`config.mk`:
```
export PLATFORM = sky130hd
export DESIGN_NAME = band_energy_beat_detector_core
export DESIGN_NICKNAME = d
export VERILOG_FILES = /design/src/hw/rtl/bebd_pkg.sv /design/src/hw/rtl/bebd_mac.sv /design/src/hw/rtl/bebd_div.sv /design/src/hw/rtl/band_energy_beat_detector_core.sv
export SDC_FILE = /design/constraint.sdc
export NUM_CORES = 2
export LEC_CHECK = 0
export CORE_ASPECT_RATIO = 0.75
export CORE_MARGIN = 1.5
export CORE_UTILIZATION = 55
export CTS_CLUSTER_DIAMETER = 120
export DETAILED_ROUTE_END_ITERATION = 8
export DONT_BUFFER_PORTS = 1
export PLACE_DENSITY = 0.69
export SYNTH_ARGS = -nofsm -noshare
export SYNTH_HDL_FRONTEND = slang
export SYNTH_SLANG_ARGS = --single-unit
```
`constraint.sdc`:
```
create_clock -name clk_i -period 9.2 [get_ports clk_i]
set_clock_uncertainty 0.15 [all_clocks]
set_input_delay 1.84 -clock clk_i [delete_from_list [all_inputs] [get_ports clk_i]]
set_output_delay 1.84 -clock clk_i [all_outputs]
set_load 0.005 [all_outputs]
```
`src/hw/rtl/bebd_pkg.sv`:
```
// Package: types, constants and helpers of the band energy beat detector.
`default_nettype none
package bebd_pkg;

  localparam int unsigned NumBands = 3;
  localparam int unsigned NumW     = 48;
  localparam int unsigned DenW     = 32;
  localparam int unsigned MulAW    = 48;
  localparam int unsigned MulBW    = 17;
  localparam int unsigned AccW     = 66;

  localparam logic [31:0] Max32       = 32'hFFFF_FFFF;
  localparam logic [47:0] Max48       = 48'hFFFF_FFFF_FFFF;
  localparam logic [16:0] OneQ16      = 17'd65536;
  localparam logic [16:0] RearmThrMul = 17'd67502;
  localparam logic [31:0] RearmLimit  = 32'd72090;
  localparam logic [31:0] VolumeFloor = 32'd13107;
  localparam logic [16:0] HitThrMul   = 17'd55706;
  localparam logic [16:0] HitLimitMul = 17'd45875;
  localparam logic [31:0] OneQ16W     = 32'd65536;

  localparam logic [31:0] DefaultAvg [NumBands] = '{32'd17695, 32'd22479, 32'd19333};

  typedef enum logic [2:0] {
    CFG_LEARN_FRAMES = 3'd0,
    CFG_RISE_COEFF   = 3'd1,
    CFG_FALL_COEFF   = 3'd2,
    CFG_MEDIUM_COEFF = 3'd3,
    CFG_THR_DECAY    = 3'd4,
    CFG_SUM_DECAY    = 3'd5
  } cfg_idx_e;

  typedef struct packed {
    logic [MulAW-1:0] a;
    logic [MulBW-1:0] b;
    logic [31:0]      c;
    logic [MulBW-1:0] d;
  } mac_req_t;

  typedef struct packed {
    logic [NumW-1:0] num;
    logic [DenW-1:0] den;
  } div_req_t;

  function automatic logic [31:0] sat32_50(input logic [49:0] v);
    sat32_50 = (v[49:32] != 18'd0) ? Max32 : v[31:0];
  endfunction

  function automatic logic [47:0] sat48_51(input logic [50:0] v);
    sat48_51 = (v[50:48] != 3'd0) ? Max48 : v[47:0];
  endfunction

endpackage
`default_nettype wire

```
`src/hw/rtl/bebd_mac.sv`:
```
// Bit-serial multiply-add: a*b + c*d, one multiplier bit per cycle, MSB first.
`default_nettype none
module bebd_mac import bebd_pkg::*; (
  input  wire logic            clk_i,
  input  wire logic            rst_ni,
  input  wire logic            start_i,
  input  wire mac_req_t        req_i,
  output logic                 done_o,
  output logic [AccW-1:0]      res_o
);

  localparam int unsigned CntW = $clog2(MulBW);

  logic             busy_q;
  logic [CntW-1:0]  cnt_q;
  logic [MulAW-1:0] a_q;
  logic [31:0]      c_q;
  logic [MulBW-1:0] b_q, d_q;
  logic [AccW-1:0]  acc_q, acc_d;

  always_comb begin
    acc_d = {acc_q[AccW-2:0], 1'b0}
          + (b_q[MulBW-1] ? {{(AccW-MulAW){1'b0}}, a_q} : '0)
          + (d_q[MulBW-1] ? {{(AccW-32){1'b0}}, c_q} : '0);
  end

  always_ff @(posedge clk_i or negedge rst_ni) begin
    if (!rst_ni) begin
      busy_q <= 1'b0;
      done_o <= 1'b0;
      cnt_q  <= '0;
    end else begin
      done_o <= 1'b0;
      if (start_i) begin
        busy_q <= 1'b1;
        cnt_q  <= '0;
      end else if (busy_q) begin
        cnt_q <= cnt_q + 1'b1;
        if (cnt_q == CntW'(MulBW - 1)) begin
          busy_q <= 1'b0;
          done_o <= 1'b1;
        end
      end
    end
  end

  always_ff @(posedge clk_i) begin
    if (start_i) begin
      a_q   <= req_i.a;
      b_q   <= req_i.b;
      c_q   <= req_i.c;
      d_q   <= req_i.d;
      acc_q <= '0;
    end else if (busy_q) begin
      acc_q <= acc_d;
      b_q   <= {b_q[MulBW-2:0], 1'b0};
      d_q   <= {d_q[MulBW-2:0], 1'b0};
    end
  end

  assign res_o = acc_q;

endmodule
`default_nettype wire

```
`src/hw/rtl/bebd_div.sv`:
```
// Restoring divider, one quotient bit per cycle, quotient saturated to 32 bits.
`default_nettype none
module bebd_div import bebd_pkg::*; (
  input  wire logic        clk_i,
  input  wire logic        rst_ni,
  input  wire logic        start_i,
  input  wire div_req_t    req_i,
  output logic             done_o,
  output logic [31:0]      quo_o
);

  localparam int unsigned CntW = $clog2(NumW);

  logic            busy_q;
  logic [CntW-1:0] cnt_q;
  logic [NumW-1:0] num_q;
  logic [DenW-1:0] rem_q, den_q;
  logic [DenW:0]   sh, diff;
  logic            ge;
  logic [NumW-1:0] q_full;

  assign sh     = {rem_q, num_q[NumW-1]};
  assign ge     = sh >= {1'b0, den_q};
  assign diff   = sh - {1'b0, den_q};
  assign q_full = {num_q[NumW-2:0], ge};

  always_ff @(posedge clk_i or negedge rst_ni) begin
    if (!rst_ni) begin
      busy_q <= 1'b0;
      done_o <= 1'b0;
      cnt_q  <= '0;
    end else begin
      done_o <= 1'b0;
      if (start_i) begin
        busy_q <= 1'b1;
        cnt_q  <= '0;
      end else if (busy_q) begin
        cnt_q <= cnt_q + 1'b1;
        if (cnt_q == CntW'(NumW - 1)) begin
          busy_q <= 1'b0;
          done_o <= 1'b1;
        end
      end
    end
  end

  always_ff @(posedge clk_i) begin
    if (start_i) begin
      num_q <= req_i.num;
      den_q <= req_i.den;
      rem_q <= '0;
    end else if (busy_q) begin
      rem_q <= ge ? diff[DenW-1:0] : sh[DenW-1:0];
      num_q <= q_full;
      if (cnt_q == CntW'(NumW - 1)) begin
        // zero divisor and overflow both saturate
        quo_o <= (den_q == '0 || q_full[NumW-1:32] != '0) ? Max32 : q_full[31:0];
      end
    end
  end

endmodule
`default_nettype wire

```
`src/hw/rtl/band_energy_beat_detector_core.sv`:
```
// Top level of the band energy beat detector: frame sequencer and state.
//
//  channel  dir  handshake             payload
//  s_axis   in   s_axis_tvalid/tready  tdata: low, mid, high band energy (3 x 32)
//  m_axis   out  m_axis_tvalid/tready  tdata: is_beat, volume_ratio, beat_threshold
//  cfg      in   cfg_valid/cfg_ready   cfg_index (3), cfg_data (17)
//
// One frame, from one accepted request to the next, runs these steps: per band a
// 17-step MAC for the sum, up to three 48-step divisions and two 17-step blends,
// then the divide by three, the threshold blend and up to two more MACs. The serial
// divider and serial MAC carry out all of this arithmetic.
// After reset all state holds its initial values; no clearing pass is needed.
// A new frame is accepted while the previous result waits; the last step stalls
// until the output register is free. cfg writes are always taken.
`default_nettype none
module band_energy_beat_detector_core import bebd_pkg::*; (
  input  wire logic        clk_i,
  input  wire logic        rst_ni,
  input  wire logic        s_axis_tvalid_i,
  output logic             s_axis_tready_o,
  input  wire logic [95:0] s_axis_tdata_i,  // low[31:0], mid[63:32], high[95:64]
  output logic             m_axis_tvalid_o,
  input  wire logic        m_axis_tready_i,
  output logic [71:0]      m_axis_tdata_o,  // is_beat[0], volume[32:1], thr[64:33], 0
  input  wire logic        cfg_valid_i,
  output logic             cfg_ready_o,
  input  wire logic [2:0]  cfg_index_i,
  input  wire logic [16:0] cfg_data_i
);

  typedef enum logic [3:0] {
    ST_IDLE, ST_SUM, ST_LRN, ST_NORM, ST_FAST, ST_MED, ST_RAT,
    ST_VOL, ST_THR, ST_HIT1, ST_HIT2, ST_REARM, ST_OUT
  } state_e;

  state_e      state_q;
  logic        go_q;
  logic [1:0]  bi_q;

  logic [15:0] learn_q, rise_q, fall_q, medc_q, tdec_q;
  logic [16:0] sdec_q;

  logic [31:0] en_q     [NumBands];
  logic [47:0] sums_q   [NumBands];
  logic [31:0] learned_q[NumBands];
  logic [31:0] fast_q   [NumBands];
  logic [31:0] med_q    [NumBands];
  logic [31:0] timer_q, thr_q, limit_q, last_q, norm_q, vol_q;
  logic        fallen_q, beat_q;
  logic [33:0] racc_q;

  logic        out_valid_q;
  logic [71:0] out_data_q;

  mac_req_t    mac_req;
  div_req_t    div_req;
  logic        mac_start, div_start, mac_done, div_done;
  logic [AccW-1:0] mac_res;
  logic [31:0] div_quo;

  logic [16:0] sd, kfast;
  logic        lrn_use;
  logic [31:0] blend_res, mulq_res;
  logic [50:0] sum_new;

  assign sd        = (sdec_q > OneQ16) ? OneQ16 : sdec_q;
  assign lrn_use   = timer_q > {16'd0, learn_q};
  assign kfast     = (norm_q > fast_q[bi_q]) ? {1'b0, rise_q} : {1'b0, fall_q};
  assign blend_res = mac_res[47:16];
  assign mulq_res  = sat32_50(mac_res[65:16]);
  assign sum_new   = {1'b0, mac_res[65:16]} + {19'd0, en_q[bi_q]};

  always_comb begin
    mac_start = 1'b0;
    div_start = 1'b0;
    mac_req   = '0;
    div_req   = '0;
    unique case (state_q)
      ST_SUM: begin
        mac_start = go_q;
        mac_req.a = sums_q[bi_q];
        mac_req.b = sd;
      end
      ST_LRN: begin
        div_start   = go_q & lrn_use;
        div_req.num = sums_q[bi_q];
        div_req.den = timer_q - {16'd0, learn_q};
      end
      ST_NORM: begin
        div_start   = go_q;
        div_req.num = {en_q[bi_q], 16'd0};
        div_req.den = learned_q[bi_q];
      end
      ST_FAST: begin
        mac_start = go_q;
        mac_req.a = {16'd0, fast_q[bi_q]};
        mac_req.b = kfast;
        mac_req.c = norm_q;
        mac_req.d = OneQ16 - kfast;
      end
      ST_MED: begin
        mac_start = go_q;
        mac_req.a = {16'd0, med_q[bi_q]};
        mac_req.b = {1'b0, medc_q};
        mac_req.c = norm_q;
        mac_req.d = OneQ16 - {1'b0, medc_q};
      end
      ST_RAT: begin
        div_start   = go_q;
        div_req.num = {fast_q[bi_q], 16'd0};
        div_req.den = med_q[bi_q];
      end
      ST_VOL: begin
        div_start   = go_q;
        div_req.num = {14'd0, racc_q};
        div_req.den = 32'(NumBands);
      end
      ST_THR: begin
        mac_start = go_q;
        mac_req.a = {16'd0, thr_q};
        mac_req.b = {1'b0, tdec_q};
        mac_req.c = limit_q;
        mac_req.d = OneQ16 - {1'b0, tdec_q};
      end
      ST_HIT1: begin
        mac_start = go_q;
        mac_req.a = {16'd0, vol_q};
        mac_req.b = HitThrMul;
      end
      ST_HIT2: begin
        mac_start = go_q;
        mac_req.a = {16'd0, vol_q};
        mac_req.b = HitLimitMul;
      end
      ST_REARM: begin
        mac_start = go_q;
        mac_req.a = {16'd0, last_q};
        mac_req.b = RearmThrMul;
      end
      default: ;
    endcase
  end

  bebd_mac u_mac (
    .clk_i   (clk_i),
    .rst_ni  (rst_ni),
    .start_i (mac_start),
    .req_i   (mac_req),
    .done_o  (mac_done),
    .res_o   (mac_res)
  );

  bebd_div u_div (
    .clk_i   (clk_i),
    .rst_ni  (rst_ni),
    .start_i (div_start),
    .req_i   (div_req),
    .done_o  (div_done),
    .quo_o   (div_quo)
  );

  always_ff @(posedge clk_i or negedge rst_ni) begin
    if (!rst_ni) begin
      state_q     <= ST_IDLE;
      go_q        <= 1'b0;
      bi_q        <= '0;
      learn_q     <= 16'd300;
      rise_q      <= 16'd2621;
      fall_q      <= 16'd16384;
      medc_q      <= 16'd61034;
      tdec_q      <= 16'd58112;
      sdec_q      <= OneQ16;
      for (int b = 0; b < NumBands; b++) begin
        sums_q[b]    <= '0;
        learned_q[b] <= '0;
        fast_q[b]    <= '0;
        med_q[b]     <= '0;
        en_q[b]      <= '0;
      end
      timer_q     <= 32'd1;
      thr_q       <= OneQ16W;
      limit_q     <= OneQ16W;
      fallen_q    <= 1'b1;
      last_q      <= '0;
      beat_q      <= 1'b0;
      racc_q      <= '0;
      norm_q      <= '0;
      vol_q       <= '0;
      out_valid_q <= 1'b0;
      out_data_q  <= '0;
    end else begin
      if (cfg_valid_i) begin
        unique case (cfg_idx_e'(cfg_index_i))
          CFG_LEARN_FRAMES: learn_q <= cfg_data_i[15:0];
          CFG_RISE_COEFF:   rise_q  <= cfg_data_i[15:0];
          CFG_FALL_COEFF:   fall_q  <= cfg_data_i[15:0];
          CFG_MEDIUM_COEFF: medc_q  <= cfg_data_i[15:0];
          CFG_THR_DECAY:    tdec_q  <= cfg_data_i[15:0];
          CFG_SUM_DECAY:    sdec_q  <= cfg_data_i;
          default: ;
        endcase
      end

      if (out_valid_q && m_axis_tready_i) out_valid_q <= 1'b0;
      if (go_q) go_q <= 1'b0;

      unique case (state_q)
        ST_IDLE: begin
          if (s_axis_tvalid_i) begin
            en_q[0] <= s_axis_tdata_i[31:0];
            en_q[1] <= s_axis_tdata_i[63:32];
            en_q[2] <= s_axis_tdata_i[95:64];
            bi_q    <= '0;
            racc_q  <= '0;
            beat_q  <= 1'b0;
            state_q <= ST_SUM;
            go_q    <= 1'b1;
          end
        end
        ST_SUM: begin
          if (mac_done) begin
            sums_q[bi_q] <= sat48_51(sum_new);
            state_q      <= ST_LRN;
            go_q         <= 1'b1;
          end
        end
        ST_LRN: begin
          if (!lrn_use) begin
            learned_q[bi_q] <= DefaultAvg[bi_q];
            state_q         <= ST_NORM;
            go_q            <= 1'b1;
          end else if (div_done) begin
            learned_q[bi_q] <= div_quo;
            state_q         <= ST_NORM;
            go_q            <= 1'b1;
          end
        end
        ST_NORM: begin
          if (div_done) begin
            norm_q  <= div_quo;
            state_q <= ST_FAST;
            go_q    <= 1'b1;
          end
        end
        ST_FAST: begin
          if (mac_done) begin
            fast_q[bi_q] <= blend_res;
            state_q      <= ST_MED;
            go_q         <= 1'b1;
          end
        end
        ST_MED: begin
          if (mac_done) begin
            med_q[bi_q] <= blend_res;
            state_q     <= ST_RAT;
            go_q        <= 1'b1;
          end
        end
        ST_RAT: begin
          if (div_done) begin
            racc_q <= racc_q + {2'd0, div_quo};
            go_q   <= 1'b1;
            if (bi_q == 2'(NumBands - 1)) begin
              bi_q    <= '0;
              state_q <= ST_VOL;
              // timer moves only after every band has used it
              if (timer_q != Max32) timer_q <= timer_q + 32'd1;
            end else begin
              bi_q    <= bi_q + 2'd1;
              state_q <= ST_SUM;
            end
          end
        end
        ST_VOL: begin
          if (div_done) begin
            vol_q   <= div_quo;
            state_q <= ST_THR;
            go_q    <= 1'b1;
          end
        end
        ST_THR: begin
          if (mac_done) begin
            thr_q <= blend_res;
            if (!fallen_q) begin
              if (vol_q < blend_res) begin
                fallen_q <= 1'b1;
                limit_q  <= RearmLimit;
                state_q  <= ST_REARM;
                go_q     <= 1'b1;
              end else begin
                state_q <= ST_OUT;
              end
            end else if (vol_q > blend_res && vol_q > VolumeFloor) begin
              beat_q   <= 1'b1;
              last_q   <= vol_q;
              fallen_q <= 1'b0;
              state_q  <= ST_HIT1;
              go_q     <= 1'b1;
            end else begin
              state_q <= ST_OUT;
            end
          end
        end
        ST_HIT1: begin
          if (mac_done) begin
            thr_q   <= (mulq_res > OneQ16W) ? mulq_res : OneQ16W;
            state_q <= ST_HIT2;
            go_q    <= 1'b1;
          end
        end
        ST_HIT2: begin
          if (mac_done) begin
            limit_q <= (mulq_res > OneQ16W) ? mulq_res : OneQ16W;
            state_q <= ST_OUT;
          end
        end
        ST_REARM: begin
          if (mac_done) begin
            thr_q   <= mulq_res;
            state_q <= ST_OUT;
          end
        end
        ST_OUT: begin
          if (!out_valid_q || m_axis_tready_i) begin
            out_data_q  <= {7'd0, thr_q, vol_q, beat_q};
            out_valid_q <= 1'b1;
            state_q     <= ST_IDLE;
          end
        end
        default: state_q <= ST_IDLE;
      endcase
    end
  end

  assign s_axis_tready_o = (state_q == ST_IDLE);
  assign m_axis_tvalid_o = out_valid_q;
  assign m_axis_tdata_o  = out_data_q;
  assign cfg_ready_o     = 1'b1;

endmodule
`default_nettype wire

```
# --- Word level (Yosys, flattened, before mapping) ---
# Index checks and enable logic that the tools add are counted.
classes:
  add_sub_neg: 13
  order_cmp: 10
  n_eq_ne: 40
  muxes: 116
  bitwise: 3
  reduce_logical: 45
ops:
  columns: ["op", "n"]
  rows:
  - ["$mux W32", 21]
  - ["$pmux W65 S7", 1]
  - ["$bwmux W96", 4]
  - ["$mux W48", 7]
  - ["$bmux W32 S2", 5]
  - ["$pmux W80 S4", 1]
  - ["$mux W96", 2]
  - ["$pmux W49 S3", 1]
  - ["$bwmux W144", 1]
  - ["$add A66 B66 Y66", 2]
  - ["$bmux W48 S2", 1]
  - ["$demux W48 S2", 1]
  - ["$pmux W32 S3", 1]
  - ["$mux W17", 5]
  - ["$mux W34", 2]
  - ["$pmux W34 S2", 1]
  - ["$demux W32 S2", 1]
  - ["$gt A32 B32 Y1", 2]
  - ["$pmux W32 S2", 1]
  - ["$mux W4", 14]
  - ["$add A50 B32 Y51", 1]
  - ["$sub A17 B16 Y17 const A", 3]
  - ["$pmux W4 S12", 1]
  - ["$add A34 B32 Y34", 1]
  - ["59 further kinds", 147]
totals:
  regBits: 1265
  input_bits: 121
  out_inout_bits: 75
  elab_cells: 277

# --- Depth between registers and ports, before layout ---
depth:
  word_depth: 9
  depth_mapped: 24
  depth_no_buf: 19

# --- Modules after synthesis ---
# From an unflattened synthesis, not the netlist that was laid out.
hier_totals:
  hier_cells: 6667
  hier_area_um2: 68481.9
modules_own_cells:
  columns: ["mod", "instances", "cells_per_inst", "area_per_inst_um2"]
  rows:
  - ["band_energy_beat_detector_core", 1, 4967, 49588.8]
  - ["bebd_mac", 1, 1018, 10996.8]
  - ["bebd_div", 1, 682, 7896.3]

# --- Worst setup path after synthesis ---
# OpenSTA, ideal clock, no wires.
synth_timing:
  path_kind: "register -> register"
  startpoint: "register bi_q[0]"
  endpoint: "register u_mac.d_q[12] (data pin)"
  arrival_ps: 4829
  slack_ps: 3953
  path_stages_with_launch: 23
  n_path_buf: 5
  period_less_slack_ps: 5247
  path_cell_list: "dfrtp_1 -> clkbuf_1 -> buf_1 -> buf_1 -> mux2i_1 -> o21ai_0 -> inv_1 -> ha_1 -> nand4_1 -> nor3_1 -> a221o_1 -> o31a_1 -> or2_1 -> buf_6 -> buf_6 -> mux2i_1 -> o21a_1 -> ha_1 -> nand3_1 -> nor4_2 -> nand2b_1 -> xnor2_1 -> o21ai_0"
synth_between:
  elab_chain_len: 9
synth_rtl:
  columns: ["item", "line", "source"]
  rows:
  - ["start: declaration", "band_energy_beat_detector_core.sv:38", "logic [1:0] bi_q;"]
  - ["start signal: assignment", "band_energy_beat_detector_core.sv:269", "bi_q <= bi_q + 2'd1;"]
  - ["$not A2 Y3 (implied by the code)", "band_energy_beat_detector_core.sv:68", "assign kfast = (norm_q > fast_q[bi_q]) ? {1'b0, rise_q} : {1'b0, fall_q};"]
  - ["$bmux W32 S2", "band_energy_beat_detector_core.sv:68", null]
  - ["$mux W32 (implied by the code) (2 in series)", "band_energy_beat_detector_core.sv:68", null]
  - ["$gt A32 B32 Y1", "band_energy_beat_detector_core.sv:68", null]
  - ["$mux W16", "band_energy_beat_detector_core.sv:68", null]
  - ["$sub A17 B16 Y17", "band_energy_beat_detector_core.sv:99", "mac_req.d = OneQ16 - kfast;"]
  - ["$pmux W49 S3", "band_energy_beat_detector_core.sv:78", "unique case (state_q)"]
  - ["$mux W17", "bebd_mac.sv:48", "if (start_i) begin"]
  - ["end signal: assignment", "bebd_mac.sv:52", "d_q <= req_i.d;"]
  - ["end signal: assignment", "bebd_mac.sv:57", "d_q <= {d_q[MulBW-2:0], 1'b0};"]
  - ["end: declaration", "bebd_mac.sv:18", "logic [MulBW-1:0] b_q, d_q;"]
# No other way between the ends. The select of a mux whose other input is x is not followed.
# A chain may end at the register's enable or synchronous reset.

# --- Final worst setup path ---
layout_timing:
  startpoint: "register bi_q[1]"
  endpoint: "register u_mac.d_q[12] (data pin)"
# The elaborated chain is that of the path after synthesis.

==> run summary <==
The boundary pin count is approximately 200. The sum of negative setup slack came out at 0 ns. For this run, the top clock speed supported by timing is roughly 140 MHz. The distinct cell type count of the synthesized netlist is 90.

The largest voltage drop on the vdd net came out at between 0.2 and 0.25 mV. The reported max-cap violation count is 0. The post-cts repair resize count came out at 0.

After synthesis, the cell types taking the most area are sky130_fd_sc_hd__dfrtp_1, sky130_fd_sc_hd__edfxtp_1, sky130_fd_sc_hd__mux2_2, sky130_fd_sc_hd__nand2_1, sky130_fd_sc_hd__ha_1. The count of vias placed by the detailed router is approximately 54k. Synthesis produced a netlist whose cell count is just under 7k.

The endpoint required time on the critical path came out at approximately 9.6 ns. The fraction of synthesis flops using an asynchronous set or reset pin came out at between 70% and 80%. The transition time at the pin with the least slew margin came out at roughly 1.5 ns. After detailed routing, the number of vias per cell comes to ~6.4. The part of the total power dissipated in the clock network came out at 48.4%. Clock-pin slew was measured on the worst setup and hold paths at ~0.06 ns. The fraction of layout instances using a drive strength above 1 is between 10 and 15%. The final weighted congestion in routability-driven placement came out at approximately 1. The number of enable flip-flop cells after synthesis is between 200 and 250. Per report_power, the sequential group accounts for about half of the total. The number of synthesis warnings is 0. The final layout net count is approximately 7.0k. The H-tree depth reported by CTS is 4. In this run, post-CTS hold repair placed 0 buffers.

The largest area contributor in the netlist is sky130_fd_sc_hd__dfrtp_1. The run finished with clean final reports. The overall die width came out at about 410 µm. Before antenna repair, the detailed router went through 9 iterations. Setup repair after global routing left no endpoint under its margin. The clock reaches the later pin of the worst-skew pair after 0.80 ns. The total non-filler cell area in the finished layout came out at approximately 0.074 mm².

The number of hold-slack violations in the final timing report came out at 0. The total design power came out at 12.2 mW. The DRC marker count from the first detailed-route iteration came out at roughly 7.4k. The normalized max-slew margin is 1.03%.

The CTS sink count came out at 1265. The clock period could shrink to roughly 7 ns. The proportion of total power due to net switching came out at 22.7%.

The wire length of the first global-routing pass came out at approximately 340 mm. The sequential share of the synthesized area came out at 48.1%. The synthesized cell area came out at about 0.067 mm². The post-detailed-routing wire length is 235 mm. The number of synthesized register bits came out at between 1k and 1.5k.

The HPWL after detailed placement is 167 mm. Clock tree synthesis selected as its root buffer the cell sky130_fd_sc_hd__clkbuf_16. The initial cell density of the core is approximately 56%. The proportion of power drawn by combinational gates came out at around 3.5%. The total congestion overflow is 0. The final critical-path share of the clock period came out at 75.2%.

The maximum fanout along the worst path is a little under 80. Summed over all cells, the static leakage comes to about 33 nW. Dividing the detail-routed wire length by the instance count gives around 28 µm. The pin count of the biggest net entering global routing is about 260. The buffer count from post-CTS setup fixing is 0. The worst setup path is captured at a flop. The number of remaining DRC errors came out at 0. The setup violation total in the final timing report is 0. The number of global-route vias before repair came out at between 40k and 50k. The worst setup path is of the reg2reg kind. The instance area after placement came out at about 0.069 mm². The switching component of the power is around 2.8 mW. The number of buffers added by the clock tree synthesis step is approximately 130. Once detail routing completed, the nets flagged for antenna violations numbered 0. The share of the synthesized area in the top cell type is between 30% and 40%. TritonCTS built the clock tree.

The number of port buffers is 0. The critical path arrival is between 7 and 8 ns. The final number of max-transition violations is 0.

The area growth from synthesis to final layout is 9.47%. The core box area is 0.121 mm². A synthesized cell averages slightly below 10 µm². The worst hold path belongs to the class reg2reg. In this run the vertical extent of the chip is between 300 and 400 µm. The element type at the critical path start is a flop.

The internal portion of total power is 9.42 mW. Global routing consumed, over all layers together, 37.6% of the routing resources. The most used flip-flop cell after synthesis is sky130_fd_sc_hd__dfrtp_1. The area of the die is ~0.12 mm². The power per unit of standard cell area is between 150 and 200 mW/mm². The clock passes through at most 3 buffers.

The initial antenna violation count is 30. After floorplanning, the core was divided into 110 placement rows.
[synth_stat cells (28+ instances only)]
cell,number
sky130_fd_sc_hd__a31oi_1,34
sky130_fd_sc_hd__nor2_1,538
sky130_fd_sc_hd__xnor2_1,125
sky130_fd_sc_hd__and3_1,39
sky130_fd_sc_hd__dfstp_2,32
sky130_fd_sc_hd__a211oi_1,40
sky130_fd_sc_hd__nor3_1,62
sky130_fd_sc_hd__a21oi_1,426
sky130_fd_sc_hd__ha_1,251
sky130_fd_sc_hd__fa_1,36
sky130_fd_sc_hd__mux2i_1,313
sky130_fd_sc_hd__inv_1,226
sky130_fd_sc_hd__mux2_2,446
sky130_fd_sc_hd__nand2_1,1005
sky130_fd_sc_hd__a22o_1,45
sky130_fd_sc_hd__edfxtp_1,226
sky130_fd_sc_hd__o21ai_0,561
sky130_fd_sc_hd__o21a_1,40
sky130_fd_sc_hd__nand4_1,65
sky130_fd_sc_hd__or2_2,37
sky130_fd_sc_hd__nand3_1,86
sky130_fd_sc_hd__nor4_1,36
sky130_fd_sc_hd__a21o_1,93
sky130_fd_sc_hd__xor2_1,93
sky130_fd_sc_hd__dfrtp_1,909
sky130_fd_sc_hd__and2_1,53
sky130_fd_sc_hd__o211ai_1,40
sky130_fd_sc_hd__dfxtp_1,98
sky130_fd_sc_hd__or3_1,28
sky130_fd_sc_hd__clkbuf_1,353
sky130_fd_sc_hd__o22ai_1,31
sky130_fd_sc_hd__a22oi_1,48
sky130_fd_sc_hd__a221oi_1,44
sky130_fd_sc_hd__buf_1,52
[logic make-up (layout without fill, tap and decap cells)]
logic type      Yosys count  after routing  synth area share [%]
mux                     759            759                  12.1
xor+xnor                218            218                  2.84
flops                  1265           1265                  48.1
fa+ha+maj               287            287                  5.74
buf+inv                 659            588                  3.78
compound gates         1582           1582                  14.4
other cells               2             17                0.0112
simple gates           2034           2034                  13.1
[final timing paths]
kind	from	end	slack (ns)	depth (start not counted)
worst max register to register	bi_q[1]	u_mac.d_q[12]	2.28	20
max in group asynchronous	rst_ni	bi_q[1]	5.59	2
worst min-delay path	en_q[80]	en_q[80]	0.32	2
worst max-delay path	bi_q[1]	u_mac.d_q[12]	2.28	20
min in group asynchronous	rst_ni	m_axis_tdata_o[36]	0.59	0
worst min register to register	en_q[80]	en_q[80]	0.32	2
[flip-flops by register name, indices dropped and copies added, names as in the netlist, 34 cells and up]
name	cells
en_q	96
racc_q	34
med_q	96
fast_q	96
learned_q	96
u_mac.res_o	66
u_div.num_q	48
sums_q	144
u_mac.a_q	48
m_axis_tdata_o	65
[routing by layer]
layer	global-route usage [%]	share of wire, %	vias to the layer above	wire length, µm
met5	0	0.066	-	156
met4	14.0	3.9	22	9210
met1	55.4	43	26600	100000
met2	49.0	39	3104	91900
met3	14.9	14	503	33300
li1	-	-	23700	-
[stage by stage]
stage / cells / util, % / hold WS (ns) / setup slack [ns]
2_1_floorplan: 6812 / - / 0.289 / 3.95
3_3_place_gp: 8119 / 57.0 / 0.300 / 2.58
3_5_place_dp: 8119 / 57.0 / 0.309 / 2.48
4_1_cts: 8363 / 61.0 / 0.322 / 2.44
5_1_grt: 8365 / 61.0 / 0.341 / 1.91
6_report: 8374 / 61.0 / 0.321 / 2.28
[final cells by class]
type	count	area, µm²
antenna	9	22.5
clock buffer	180	3870
clock inverter	64	862
fill	10000	47100
inverter	227	857
multi-input combinational	4888	32600
sequential	1265	32400
tap	1624	2030
timing repair buffer	117	1010
[power groups by stage]
stage	sequential, mW	clock [mW]	combinational (mW)
after floorplan	5.94	0	0.228
after detailed placement	5.97	0	0.411
after global routing	5.87	6.14	0.459
after global placement	5.97	0	0.402
final	5.86	5.89	0.421
after CTS	5.86	5.92	0.413
[worst max-delay path: stages (launching register included)]
cell                       delay (ns)
sky130_fd_sc_hd__dfrtp_4         0.78
sky130_fd_sc_hd__inv_1           0.25
sky130_fd_sc_hd__nor2_4          0.52
sky130_fd_sc_hd__buf_12          0.42
sky130_fd_sc_hd__nand2_1         0.11
sky130_fd_sc_hd__o21ai_0         0.18
sky130_fd_sc_hd__inv_1           0.10
sky130_fd_sc_hd__ha_1            0.33
sky130_fd_sc_hd__nand4_1         0.20
sky130_fd_sc_hd__nor4_1          0.59
sky130_fd_sc_hd__inv_1           0.11
sky130_fd_sc_hd__a221oi_2        0.36
sky130_fd_sc_hd__buf_4           0.28
sky130_fd_sc_hd__or2_1           0.30
sky130_fd_sc_hd__buf_4           0.34
sky130_fd_sc_hd__mux2i_1         0.25
sky130_fd_sc_hd__o21ai_0         0.27
sky130_fd_sc_hd__nor4_2          0.65
sky130_fd_sc_hd__nand2b_1        0.14
sky130_fd_sc_hd__xnor2_1         0.17
sky130_fd_sc_hd__o21ai_0         0.09
[cell usage in the layout, fill, tap and decap left out, drive strengths merged, types with 226 or more instances in the layout]
cell type	n
nand2	1005
dfrtp	909
o21ai	567
nor2	539
mux2	446
a21oi	426
mux2i	313
ha	251
inv	237
edfxtp	226
Note: power is estimated with default switching activity, not from simulation.
